### src/sv/dsk_pkg.sv
// dsk_pkg: shared types and constants for the detection suppression block
// no dependencies

package dsk_pkg;

  localparam int unsigned COORD_W = 12;
  localparam int unsigned CLASS_W = 8;
  localparam int unsigned SCORE_W = 16;
  localparam int unsigned THR_W   = 24;
  localparam int unsigned KEEP_W  = 4;
  localparam int unsigned DSQ_W   = 2 * COORD_W + 1;
  localparam int unsigned PADDR_W = 4;

  localparam logic [KEEP_W-1:0] KEEP_LIMIT = 4'd8;

  localparam logic [1:0] REG_DIST_SQ_THRESHOLD = 2'd0;
  localparam logic [1:0] REG_FILTERED_CLASS    = 2'd1;
  localparam logic [1:0] REG_MAX_KEEP          = 2'd2;

  typedef struct packed {
    logic [COORD_W-1:0] x;
    logic [COORD_W-1:0] y;
    logic [CLASS_W-1:0] cls;
    logic [SCORE_W-1:0] score;
  } det_t;

  localparam int unsigned DET_W = $bits(det_t);

  typedef enum logic [1:0] {
    MODE_FILTER,
    MODE_SELECT,
    MODE_SUPPRESS
  } scan_mode_e;

  typedef enum logic [2:0] {
    ST_LOAD,
    ST_FILT_START,
    ST_FILT_WAIT,
    ST_SEL_START,
    ST_SEL_WAIT,
    ST_SUP_START,
    ST_SUP_WAIT,
    ST_EMIT
  } state_e;

  typedef struct packed {
    logic       load;
    logic       start;
    scan_mode_e mode;
    logic       set_top;
    logic       take;
    logic       emit;
    logic       last;
    logic       clear;
  } cmd_t;

  typedef struct packed {
    logic done;
    logic any_alive;
    logic out_free;
  } sts_t;

endpackage

### src/sv/dsk_ram.sv
// dsk_ram: generic single write port ram with registered read
// no dependencies

module dsk_ram #(
  parameter int unsigned WIDTH = 48,
  parameter int unsigned DEPTH = 64
) (
  input  logic                     clk_i,
  input  logic                     we_i,
  input  logic [$clog2(DEPTH)-1:0] waddr_i,
  input  logic [WIDTH-1:0]         wdata_i,
  input  logic [$clog2(DEPTH)-1:0] raddr_i,
  output logic [WIDTH-1:0]         rdata_o
);

  logic [WIDTH-1:0] mem_q [DEPTH];
  logic [WIDTH-1:0] rdata_q;

  always_ff @(posedge clk_i) begin
    if (we_i) begin
      mem_q[waddr_i] <= wdata_i;
    end
    rdata_q <= mem_q[raddr_i];
  end

  assign rdata_o = rdata_q;

endmodule

### src/sv/dsk_ctrl.sv
// dsk_ctrl: frame sequencer for load, filter, select, suppress and emit
// depends on dsk_pkg

module dsk_ctrl (
  input  logic                  clk_i,
  input  logic                  rst_ni,
  input  logic                  in_valid_i,
  input  logic                  frame_end_i,
  output logic                  in_ready_o,
  input  logic [dsk_pkg::KEEP_W-1:0] max_keep_i,
  input  dsk_pkg::sts_t         sts_i,
  output dsk_pkg::cmd_t         cmd_o
);
  import dsk_pkg::*;

  state_e              state_q, state_d;
  logic [KEEP_W-1:0]   kept_q, kept_d;
  logic [KEEP_W-1:0]   limit;
  logic                last;

  always_comb begin
    if (max_keep_i == '0) begin
      limit = KEEP_W'(1);
    end else if (max_keep_i > KEEP_LIMIT) begin
      limit = KEEP_LIMIT;
    end else begin
      limit = max_keep_i;
    end
  end

  assign last = ((kept_q + KEEP_W'(1)) >= limit) || !sts_i.any_alive;

  always_ff @(posedge clk_i or negedge rst_ni) begin
    if (!rst_ni) begin
      state_q <= ST_LOAD;
      kept_q  <= '0;
    end else begin
      state_q <= state_d;
      kept_q  <= kept_d;
    end
  end

  always_comb begin
    state_d    = state_q;
    kept_d     = kept_q;
    in_ready_o = 1'b0;
    cmd_o      = '0;
    cmd_o.mode = MODE_FILTER;
    cmd_o.last = last;
    unique case (state_q)
      ST_LOAD: begin
        in_ready_o = 1'b1;
        kept_d     = '0;
        if (in_valid_i) begin
          cmd_o.load = 1'b1;
          if (frame_end_i) begin
            state_d = ST_FILT_START;
          end
        end
      end
      ST_FILT_START: begin
        cmd_o.start = 1'b1;
        cmd_o.mode  = MODE_FILTER;
        state_d     = ST_FILT_WAIT;
      end
      ST_FILT_WAIT: begin
        if (sts_i.done) begin
          cmd_o.set_top = 1'b1;
          state_d       = ST_SEL_START;
        end
      end
      ST_SEL_START: begin
        cmd_o.start = 1'b1;
        cmd_o.mode  = MODE_SELECT;
        state_d     = ST_SEL_WAIT;
      end
      ST_SEL_WAIT: begin
        if (sts_i.done) begin
          state_d = ST_SUP_START;
        end
      end
      ST_SUP_START: begin
        cmd_o.take  = 1'b1;
        cmd_o.start = 1'b1;
        cmd_o.mode  = MODE_SUPPRESS;
        state_d     = ST_SUP_WAIT;
      end
      ST_SUP_WAIT: begin
        if (sts_i.done) begin
          state_d = ST_EMIT;
        end
      end
      ST_EMIT: begin
        if (sts_i.out_free) begin
          cmd_o.emit = 1'b1;
          kept_d     = kept_q + KEEP_W'(1);
          if (last) begin
            cmd_o.clear = 1'b1;
            state_d     = ST_LOAD;
          end else begin
            state_d = ST_SEL_START;
          end
        end
      end
      default: state_d = ST_LOAD;
    endcase
  end

endmodule

### src/sv/dsk_dp.sv
// dsk_dp: detection store, scan pipeline, alive mask and output register
// depends on dsk_pkg and dsk_ram

module dsk_dp #(
  parameter int unsigned MAX_DETS = 64
) (
  input  logic                          clk_i,
  input  logic                          rst_ni,
  input  dsk_pkg::cmd_t                 cmd_i,
  output dsk_pkg::sts_t                 sts_o,
  input  dsk_pkg::det_t                 in_det_i,
  input  logic [dsk_pkg::THR_W-1:0]     dist_sq_threshold_i,
  input  logic [dsk_pkg::CLASS_W-1:0]   filtered_class_i,
  input  logic                          out_ready_i,
  output logic                          out_valid_o,
  output dsk_pkg::det_t                 out_det_o,
  output logic                          out_last_o,
  output logic                          overflow_o
);
  import dsk_pkg::*;

  localparam int unsigned AW = $clog2(MAX_DETS);
  localparam int unsigned CW = $clog2(MAX_DETS + 1);

  logic [CW-1:0]       cnt_q;
  logic                ovf_q;
  logic [CW-1:0]       scan_cnt_q;
  logic                act_q;
  scan_mode_e          mode_q;
  logic                p1_vld_q;
  logic [AW-1:0]       p1_idx_q;
  det_t                rdata;
  logic                p2_vld_q;
  logic [AW-1:0]       p2_idx_q;
  det_t                p2_det_q;
  logic [DSQ_W-1:0]    p2_dsq_q;
  logic [MAX_DETS-1:0] alive_q;
  logic [COORD_W-1:0]  top_y_q;
  logic [AW-1:0]       top_idx_q;
  logic                found_q;
  det_t                best_q;
  logic [AW-1:0]       best_idx_q;
  logic                out_valid_q;
  det_t                out_det_q;
  logic                out_last_q;
  logic                out_ovf_q;
  logic [COORD_W-1:0]  dx, dy;
  logic [DSQ_W-1:0]    dsq;
  logic                we;

  assign we = cmd_i.load && (cnt_q < CW'(MAX_DETS));

  dsk_ram #(
    .WIDTH (DET_W),
    .DEPTH (MAX_DETS)
  ) u_store (
    .clk_i   (clk_i),
    .we_i    (we),
    .waddr_i (cnt_q[AW-1:0]),
    .wdata_i (in_det_i),
    .raddr_i (scan_cnt_q[AW-1:0]),
    .rdata_o (rdata)
  );

  always_comb begin
    dx  = (rdata.x > best_q.x) ? rdata.x - best_q.x : best_q.x - rdata.x;
    dy  = (rdata.y > best_q.y) ? rdata.y - best_q.y : best_q.y - rdata.y;
    dsq = DSQ_W'(dx) * DSQ_W'(dx) + DSQ_W'(dy) * DSQ_W'(dy);
  end

  // frame fill count and overflow flag
  always_ff @(posedge clk_i or negedge rst_ni) begin
    if (!rst_ni) begin
      cnt_q <= '0;
      ovf_q <= 1'b0;
    end else if (cmd_i.clear) begin
      cnt_q <= '0;
      ovf_q <= 1'b0;
    end else if (cmd_i.load) begin
      if (we) begin
        cnt_q <= cnt_q + CW'(1);
      end else begin
        ovf_q <= 1'b1;
      end
    end
  end

  // scan address counter and pipeline valids
  always_ff @(posedge clk_i or negedge rst_ni) begin
    if (!rst_ni) begin
      act_q      <= 1'b0;
      scan_cnt_q <= '0;
      mode_q     <= MODE_FILTER;
      p1_vld_q   <= 1'b0;
      p2_vld_q   <= 1'b0;
    end else begin
      p1_vld_q <= act_q;
      p2_vld_q <= p1_vld_q;
      if (cmd_i.start) begin
        act_q      <= 1'b1;
        scan_cnt_q <= '0;
        mode_q     <= cmd_i.mode;
      end else if (act_q) begin
        if (scan_cnt_q == cnt_q - CW'(1)) begin
          act_q <= 1'b0;
        end
        scan_cnt_q <= scan_cnt_q + CW'(1);
      end
    end
  end

  always_ff @(posedge clk_i) begin
    p1_idx_q <= scan_cnt_q[AW-1:0];
    p2_idx_q <= p1_idx_q;
    p2_det_q <= rdata;
    p2_dsq_q <= dsq;
  end

  // alive mask, smallest y search and best score search
  always_ff @(posedge clk_i or negedge rst_ni) begin
    if (!rst_ni) begin
      alive_q <= '0;
      found_q <= 1'b0;
    end else begin
      if (cmd_i.start) begin
        found_q <= 1'b0;
      end
      if (cmd_i.clear) begin
        alive_q <= '0;
      end
      if (cmd_i.set_top) begin
        alive_q[top_idx_q] <= 1'b1;
      end
      if (cmd_i.take) begin
        alive_q[best_idx_q] <= 1'b0;
      end
      if (p2_vld_q) begin
        case (mode_q)
          MODE_FILTER: begin
            alive_q[p2_idx_q] <= (p2_det_q.cls != filtered_class_i);
          end
          MODE_SELECT: begin
            if (alive_q[p2_idx_q] && (!found_q || (p2_det_q.score > best_q.score))) begin
              found_q <= 1'b1;
            end
          end
          MODE_SUPPRESS: begin
            if (alive_q[p2_idx_q] && (p2_dsq_q < DSQ_W'(dist_sq_threshold_i))) begin
              alive_q[p2_idx_q] <= 1'b0;
            end
          end
          default: ;
        endcase
      end
    end
  end

  always_ff @(posedge clk_i) begin
    if (p2_vld_q && (mode_q == MODE_FILTER) &&
        ((p2_idx_q == '0) || (p2_det_q.y < top_y_q))) begin
      top_y_q   <= p2_det_q.y;
      top_idx_q <= p2_idx_q;
    end
    if (p2_vld_q && (mode_q == MODE_SELECT) && alive_q[p2_idx_q] &&
        (!found_q || (p2_det_q.score > best_q.score))) begin
      best_q     <= p2_det_q;
      best_idx_q <= p2_idx_q;
    end
  end

  // output register
  always_ff @(posedge clk_i or negedge rst_ni) begin
    if (!rst_ni) begin
      out_valid_q <= 1'b0;
    end else if (cmd_i.emit) begin
      out_valid_q <= 1'b1;
    end else if (out_ready_i) begin
      out_valid_q <= 1'b0;
    end
  end

  always_ff @(posedge clk_i) begin
    if (cmd_i.emit) begin
      out_det_q  <= best_q;
      out_last_q <= cmd_i.last;
      out_ovf_q  <= ovf_q;
    end
  end

  assign sts_o.done      = !cmd_i.start && !act_q && !p1_vld_q && !p2_vld_q;
  assign sts_o.any_alive = |alive_q;
  assign sts_o.out_free  = !out_valid_q || out_ready_i;

  assign out_valid_o = out_valid_q;
  assign out_det_o   = out_det_q;
  assign out_last_o  = out_last_q;
  assign overflow_o  = out_ovf_q;

endmodule

### src/sv/detection_suppress_top_k.sv
// detection_suppress_top_k: per-frame greedy center-distance suppression, top k
// depends on dsk_pkg, dsk_ctrl, dsk_dp, dsk_ram
//
//  channel | handshake           | payload
//  --------+---------------------+---------------------------------------------
//  in      | in_valid_i/ready_o  | pos_x, pos_y, class_id, score, frame_end
//  out     | out_valid_o/ready_i | out_x, out_y, out_class, out_score, out_last,
//          |                     | overflow
//  cfg     | apb psel/penable    | dist_sq_threshold, filtered_class, max_keep
//
// items load one per cycle; the item with frame_end closes the frame
// processing scans the store once to filter, then twice per kept item to select and
// suppress, all through the single ram read port
// no item is taken while a frame is processed; a stalled output holds the next emit
// reset clears counts, flags and state; the store needs no clearing

module detection_suppress_top_k #(
  parameter int unsigned MAX_DETS = 64
) (
  input  logic                          clk_i,
  input  logic                          rst_ni,
  input  logic                          in_valid_i,
  output logic                          in_ready_o,
  input  logic [dsk_pkg::COORD_W-1:0]   pos_x_i,
  input  logic [dsk_pkg::COORD_W-1:0]   pos_y_i,
  input  logic [dsk_pkg::CLASS_W-1:0]   class_id_i,
  input  logic [dsk_pkg::SCORE_W-1:0]   score_i,
  input  logic                          frame_end_i,
  output logic                          out_valid_o,
  input  logic                          out_ready_i,
  output logic [dsk_pkg::COORD_W-1:0]   out_x_o,
  output logic [dsk_pkg::COORD_W-1:0]   out_y_o,
  output logic [dsk_pkg::CLASS_W-1:0]   out_class_o,
  output logic [dsk_pkg::SCORE_W-1:0]   out_score_o,
  output logic                          out_last_o,
  output logic                          overflow_o,
  input  logic                          psel,
  input  logic                          penable,
  input  logic                          pwrite,
  input  logic [dsk_pkg::PADDR_W-1:0]   paddr,
  input  logic [31:0]                   pwdata,
  output logic [31:0]                   prdata,
  output logic                          pready
);
  import dsk_pkg::*;

  logic [THR_W-1:0]   thr_q;
  logic [CLASS_W-1:0] fcls_q;
  logic [KEEP_W-1:0]  keep_q;
  logic               wr_en;
  cmd_t               cmd;
  sts_t               sts;
  det_t               in_det;
  det_t               out_det;

  assign pready = 1'b1;
  assign wr_en  = psel && penable && pwrite;

  always_ff @(posedge clk_i or negedge rst_ni) begin
    if (!rst_ni) begin
      thr_q  <= THR_W'(200);
      fcls_q <= CLASS_W'(6);
      keep_q <= KEEP_W'(3);
    end else if (wr_en) begin
      unique case (paddr[3:2])
        REG_DIST_SQ_THRESHOLD: thr_q  <= pwdata[THR_W-1:0];
        REG_FILTERED_CLASS:    fcls_q <= pwdata[CLASS_W-1:0];
        REG_MAX_KEEP:          keep_q <= pwdata[KEEP_W-1:0];
        default: ;
      endcase
    end
  end

  always_comb begin
    unique case (paddr[3:2])
      REG_DIST_SQ_THRESHOLD: prdata = 32'(thr_q);
      REG_FILTERED_CLASS:    prdata = 32'(fcls_q);
      REG_MAX_KEEP:          prdata = 32'(keep_q);
      default:               prdata = '0;
    endcase
  end

  assign in_det = '{x: pos_x_i, y: pos_y_i, cls: class_id_i, score: score_i};

  dsk_ctrl u_ctrl (
    .clk_i       (clk_i),
    .rst_ni      (rst_ni),
    .in_valid_i  (in_valid_i),
    .frame_end_i (frame_end_i),
    .in_ready_o  (in_ready_o),
    .max_keep_i  (keep_q),
    .sts_i       (sts),
    .cmd_o       (cmd)
  );

  dsk_dp #(
    .MAX_DETS (MAX_DETS)
  ) u_dp (
    .clk_i               (clk_i),
    .rst_ni              (rst_ni),
    .cmd_i               (cmd),
    .sts_o               (sts),
    .in_det_i            (in_det),
    .dist_sq_threshold_i (thr_q),
    .filtered_class_i    (fcls_q),
    .out_ready_i         (out_ready_i),
    .out_valid_o         (out_valid_o),
    .out_det_o           (out_det),
    .out_last_o          (out_last_o),
    .overflow_o          (overflow_o)
  );

  assign out_x_o     = out_det.x;
  assign out_y_o     = out_det.y;
  assign out_class_o = out_det.cls;
  assign out_score_o = out_det.score;

endmodule

### config.mk
export PLATFORM = sky130hd
export DESIGN_NAME = detection_suppress_top_k
export DESIGN_NICKNAME = d
export VERILOG_FILES = /design/src/sv/dsk_pkg.sv /design/src/sv/dsk_ram.sv /design/src/sv/dsk_ctrl.sv /design/src/sv/dsk_dp.sv /design/src/sv/detection_suppress_top_k.sv
export SDC_FILE = /design/constraint.sdc
export NUM_CORES = 2
export LEC_CHECK = 0
export ABC_CLOCK_PERIOD_IN_PS = 7700
export BUFFER_PORTS_ARGS = -buffer_cell sky130_fd_sc_hd__buf_4
export CORE_ASPECT_RATIO = 0.6
export CORE_UTILIZATION = 57
export CTS_CLUSTER_DIAMETER = 60
export CTS_CLUSTER_SIZE = 25
export DETAILED_ROUTE_END_ITERATION = 12
export PLACE_DENSITY = 0.76
export REMOVE_ABC_BUFFERS = 1
export SYNTH_ARGS = -nofsm -noshare
export SYNTH_HDL_FRONTEND = slang
export SYNTH_SLANG_ARGS = --single-unit
### constraint.sdc
create_clock -name clk_i -period 7.7 [get_ports clk_i]
set_input_delay 1.155 -clock clk_i [delete_from_list [all_inputs] [get_ports clk_i]]
set_output_delay 1.155 -clock clk_i [all_outputs]
set_load 0.05 [all_outputs]
==> metrics list <==
- EDFF count, synth: 3194
- In this run the count of I/O pins placed on the die edge is 177.
- For this block, the initial DRC count from the detailed router was 12700.
- In the routed design, unresolved DRC markers number 0.
- For this run, the post-layout net count is 8015.
* Finished Cell Area: 157000 um^2
- Based on the critical path, the design can be clocked at up to 0.120 GHz.
- Maximum number of pins on one net before global-route repair: 154
* Ys async rst share: 3.73%
- TritonCTS built the clock tree.
- Sequential element share of the synthesized area: 71.4%
* Max VDD drop: 0.000265 V
- Most frequent cell on the critical path: fa_1
- Total die area: 252000 um^2
- Number of pins with negative max-slew slack in the final report: 0
- Summed over all nets, the half-perimeter wirelength after detailed placement is 220 mm.
- Starting Density: 57.6%
- Post-synthesis register bit count: 3456
* Root Driver: clkbuf_16
* Leakage component of the power: 53.5 nW
- Clock sinks: 3456
- Synthesis produced 7006 cells.
- Fraction of power consumed by combinational cells: 1.6%
* Top cell family by delay on the critical path: adder cells
* Flip-flop cell with the highest count after synthesis: edfxtp_1
* Sequential Power Share: 65.2%
- Proportion of synthesized area in mux cells: 16.4%
- The Yosys step of the flow raised 0 warnings.
- Length of the first detailed-routing pass in iterations: 8
- Minimum period implied by the final worst setup slack: 8.34 ns
* Total congestion overflow: 0
* Setup TNS: -5.37 ns
- Final hold violations: 0
* Path class of the lowest-slack min-delay path: reg2reg
* Aggregate global-route resource usage: 31.2%
- Arrival time at the worst endpoint: 9.16 ns
* Internal power: 25.1 mW
- Kind of start point of the critical path: flip-flop
* Share of final-layout standard cells stronger than drive strength 1: 29.1%
* Layout Cells excl Fill: 10900
- Summing every instance area after synthesis gives 143000 um^2.
* Critical path fanouts, max: 7
* Antenna violations before repair: 18
* Chip height: 389 um
- After clock tree synthesis, the clock-pin slew on the worst setup and hold paths is 0.10 ns.
* Number of rows in the core area: 141
- Number of global-route vias before repair: 73400
- Main combinational cell family by area after synthesis: multiplexers
- Summing the areas of all compound-gate instances in the mapped netlist gives 2.24% of the synthesized area.
- For the pin with the worst max-slew slack, the measured transition is 1.44 ns.
- Of the total synthesized cell area, the portion taken by AND, OR, NAND and NOR gates is 2.58%.
- The H-tree was split into 4 levels.
* Fin crit share: 108%
- In this run the remaining antenna-violating nets after routing total 0.
* Violations in the final reports: setup timing
* Type of the worst setup path: reg2reg
* Endpoint required time on the critical path: 8.52 ns
* Post-detailed-placement cell area: 151000 um^2
* CP Capture Type: flip-flop
- Relative slew margins: 3.81%
- Setup slack after layout: -0.639 ns
* Switching Share: 20.2%
- Xor and xnor fraction of the mapped netlist area: 0.497%
- In this run the mean area of a mapped cell was 20.4 um^2.
- Vias per std cell: 6.89
- The first global-routing pass estimated 550 mm of wire.
* Adder and majority cell fraction of the synthesized area: 4.67%
* Unrepaired setup endpoints after global routing: yes
- Max-Cap Viols: 0
- Fill cells in the final layout number 16200.
- For this design the total switching power over the nets is 6.37 mW.
- IO Port Bufs: 157
- Counting both buffers and inverters, the worst setup path holds a total of 7.
- The flow ran to the end, but the final reports show violations.
- Routability Congestion: 0.937
- Worst-path cell with the longest stage delay: fa_2
- Count of endpoints failing setup in the final report: 14
- Delay of the slowest cell on the worst path: 0.58 ns
- No sink is reached through more buffers than the 4 on the longest clock path.
- The netlist uses 102 different library cells.
* Area growth from synthesis to layout: 10.4%
- Power per Cell Area: 200 nW/um^2
* Core footprint: 247000 um^2
* X dimension of the die: 648 um
* Routed length per placed instance: 36.0 um
- Detailed routing inserted a total of 75200 vias.
- The share of total power dissipated in the clock network is 33.2%.
- TritonCTS created 175 clock buffers.
* Worst clock skew on the final layout: 0.0518 ns
* Placed cell count: 10600
- Final wirelength: 392 mm
- Clock latency on the worst-skew pair, taken at its later pin, is 0.91 ns.
==> state kept, by name, summed over array words and instances, names as in the netlist, 6 cells and up <==
name                  count
u_dp.p2_det_q            48
fcls_q                    8
u_dp.p2_dsq_q            25
u_dp.best_idx_q           6
u_dp.u_store.mem_q     3072
u_dp.best_q              48
u_dp.cnt_q                7
u_dp.u_store.rdata_o     48
u_dp.p1_idx_q             6
u_dp.top_idx_q            6
u_dp.top_y_q             12
u_dp.p2_idx_q             6
u_dp.out_det_o           48
u_dp.scan_cnt_q           7
thr_q                    24
u_dp.alive_q             64
==> power by group through the flow <==
stage | clock (mW) | combinational (mW) | sequential, mW
5_1_grt | 11.1 | 0.560 | 20.5
4_1_cts | 10.5 | 0.511 | 20.5
6_report | 10.4 | 0.516 | 20.5
3_3_place_gp | 0 | 0.476 | 20.9
3_5_place_dp | 0 | 0.511 | 21.0
2_1_floorplan | 0 | 0.181 | 20.9
==> placed cells by master (no fill, tap or decap), types with 25 or more instances in the layout <==
cell type	n
edfxtp_1	3194
mux4_2	992
buf_4	609
inv_1	366
nand2_1	198
fa_1	189
ha_1	183
clkbuf_16	178
nor2_1	168
dfxtp_1	132
dfrtp_1	116
a21oi_1	85
o21ai_0	80
nor2_4	72
clkbuf_1	63
a22o_1	57
a22oi_1	55
mux2i_1	45
a21o_1	44
nor3_1	44
mux2_2	39
or3_1	39
buf_12	39
nor4_1	35
nand3_1	32
inv_2	32
xor2_1	28
nand4_1	27
xnor2_1	26
nand2b_1	25
==> metal layers <==
| layer | track usage [%] | routed length [um] | up-vias | part of all wire, % |
|---|---|---|---|---|
| li1 | - | - | 29000 | - |
| met1 | 48.5 | 154000 | 39400 | 39 |
| met2 | 43.2 | 166000 | 6013 | 42 |
| met3 | 9.62 | 60500 | 705 | 15 |
| met4 | 8.36 | 12100 | 14 | 3.1 |
| met5 | 0 | 105 | - | 0.027 |
==> per-stage QoR <==
stage	setup slack (ns)	hold WS [ns]	utilization [%]	power, mW
2_1_floorplan	-23.36	0.310	-	21.1
3_3_place_gp	-0.951	0.312	61.0	21.4
3_5_place_dp	-1.04	0.312	61.0	21.5
4_1_cts	-0.516	0.333	63.4	31.5
5_1_grt	-0.888	0.341	63.7	32.2
6_report	-0.639	0.332	63.7	31.5
==> cell families after synthesis <==
kind of cell               after synthesis
and+or+nand+nor                        772
other                                    2
muxes                                 1088
xor gates and xnor gates                71
DFF                                   3456
adders and majority gates              410
AOI/OAI and AO/OA                      458
buffers and inverters                  749
==> cell usage after synthesis (36+ instances only) <==
cell	instances	area, um^2
edfxtp_1	3194	95900
mux4_2	992	22300
inv_1	393	1480
nor2_1	248	931
nand2_1	209	785
ha_1	206	2580
fa_1	204	4080
clkbuf_1	170	638
dfxtp_1	133	2660
dfrtp_1	122	3050
buf_2	102	510
a21oi_1	101	505
o21ai_0	83	415
a22o_1	57	499
a22oi_1	55	413
nor3_1	54	270
mux2i_1	51	510
buf_1	47	176
a21o_1	44	330
or3_1	40	250
mux2_2	39	439
nand3_1	37	185
nor4_1	36	225
==> path summary, 6_finish.rpt <==
check	depth (start not counted)	to	from	slack (ns)
setup / recovery	33	u_dp.p2_dsq_q[21]	u_dp.best_q[36]	-0.64
hold / removal	0	u_dp.p2_det_q[21]	u_dp.u_store.rdata_o[21]	0.33
setup reg to reg	33	u_dp.p2_dsq_q[21]	u_dp.best_q[36]	-0.64
hold reg to reg	0	u_dp.p2_det_q[21]	u_dp.u_store.rdata_o[21]	0.33
max in group asynchronous	2	u_dp.scan_cnt_q[0]	rst_ni	6.20
min in group asynchronous	1	u_dp.alive_q[25]	rst_ni	0.35
==> area by class of cell <==
cell class              count  area (um^2)  share of cell area [%]
flip-flops and latches   3456       102000                    64.7
multi-input cells        2808        39200                    24.9
repair buffers            669         5590                    3.55
clock buffers             242         4700                    2.99
well taps                3289         4120                    2.61
inverters                 403         1520                   0.968
clock inverters            34          495                   0.315
diodes                      7         17.5                  0.0111
==> repair_timing <==
| item | in CTS | in global routing |
|---|---|---|
| hold buffers | 0 | 0 |
| setup buffers | 38 | 27 |
| endpoints found under the setup margin | 16 | 15 |
| resized for setup | 133 | 92 |
| gates cloned | 0 | 0 |
| pin swaps | 97 | 64 |
(Power assumes the default switching activity.)
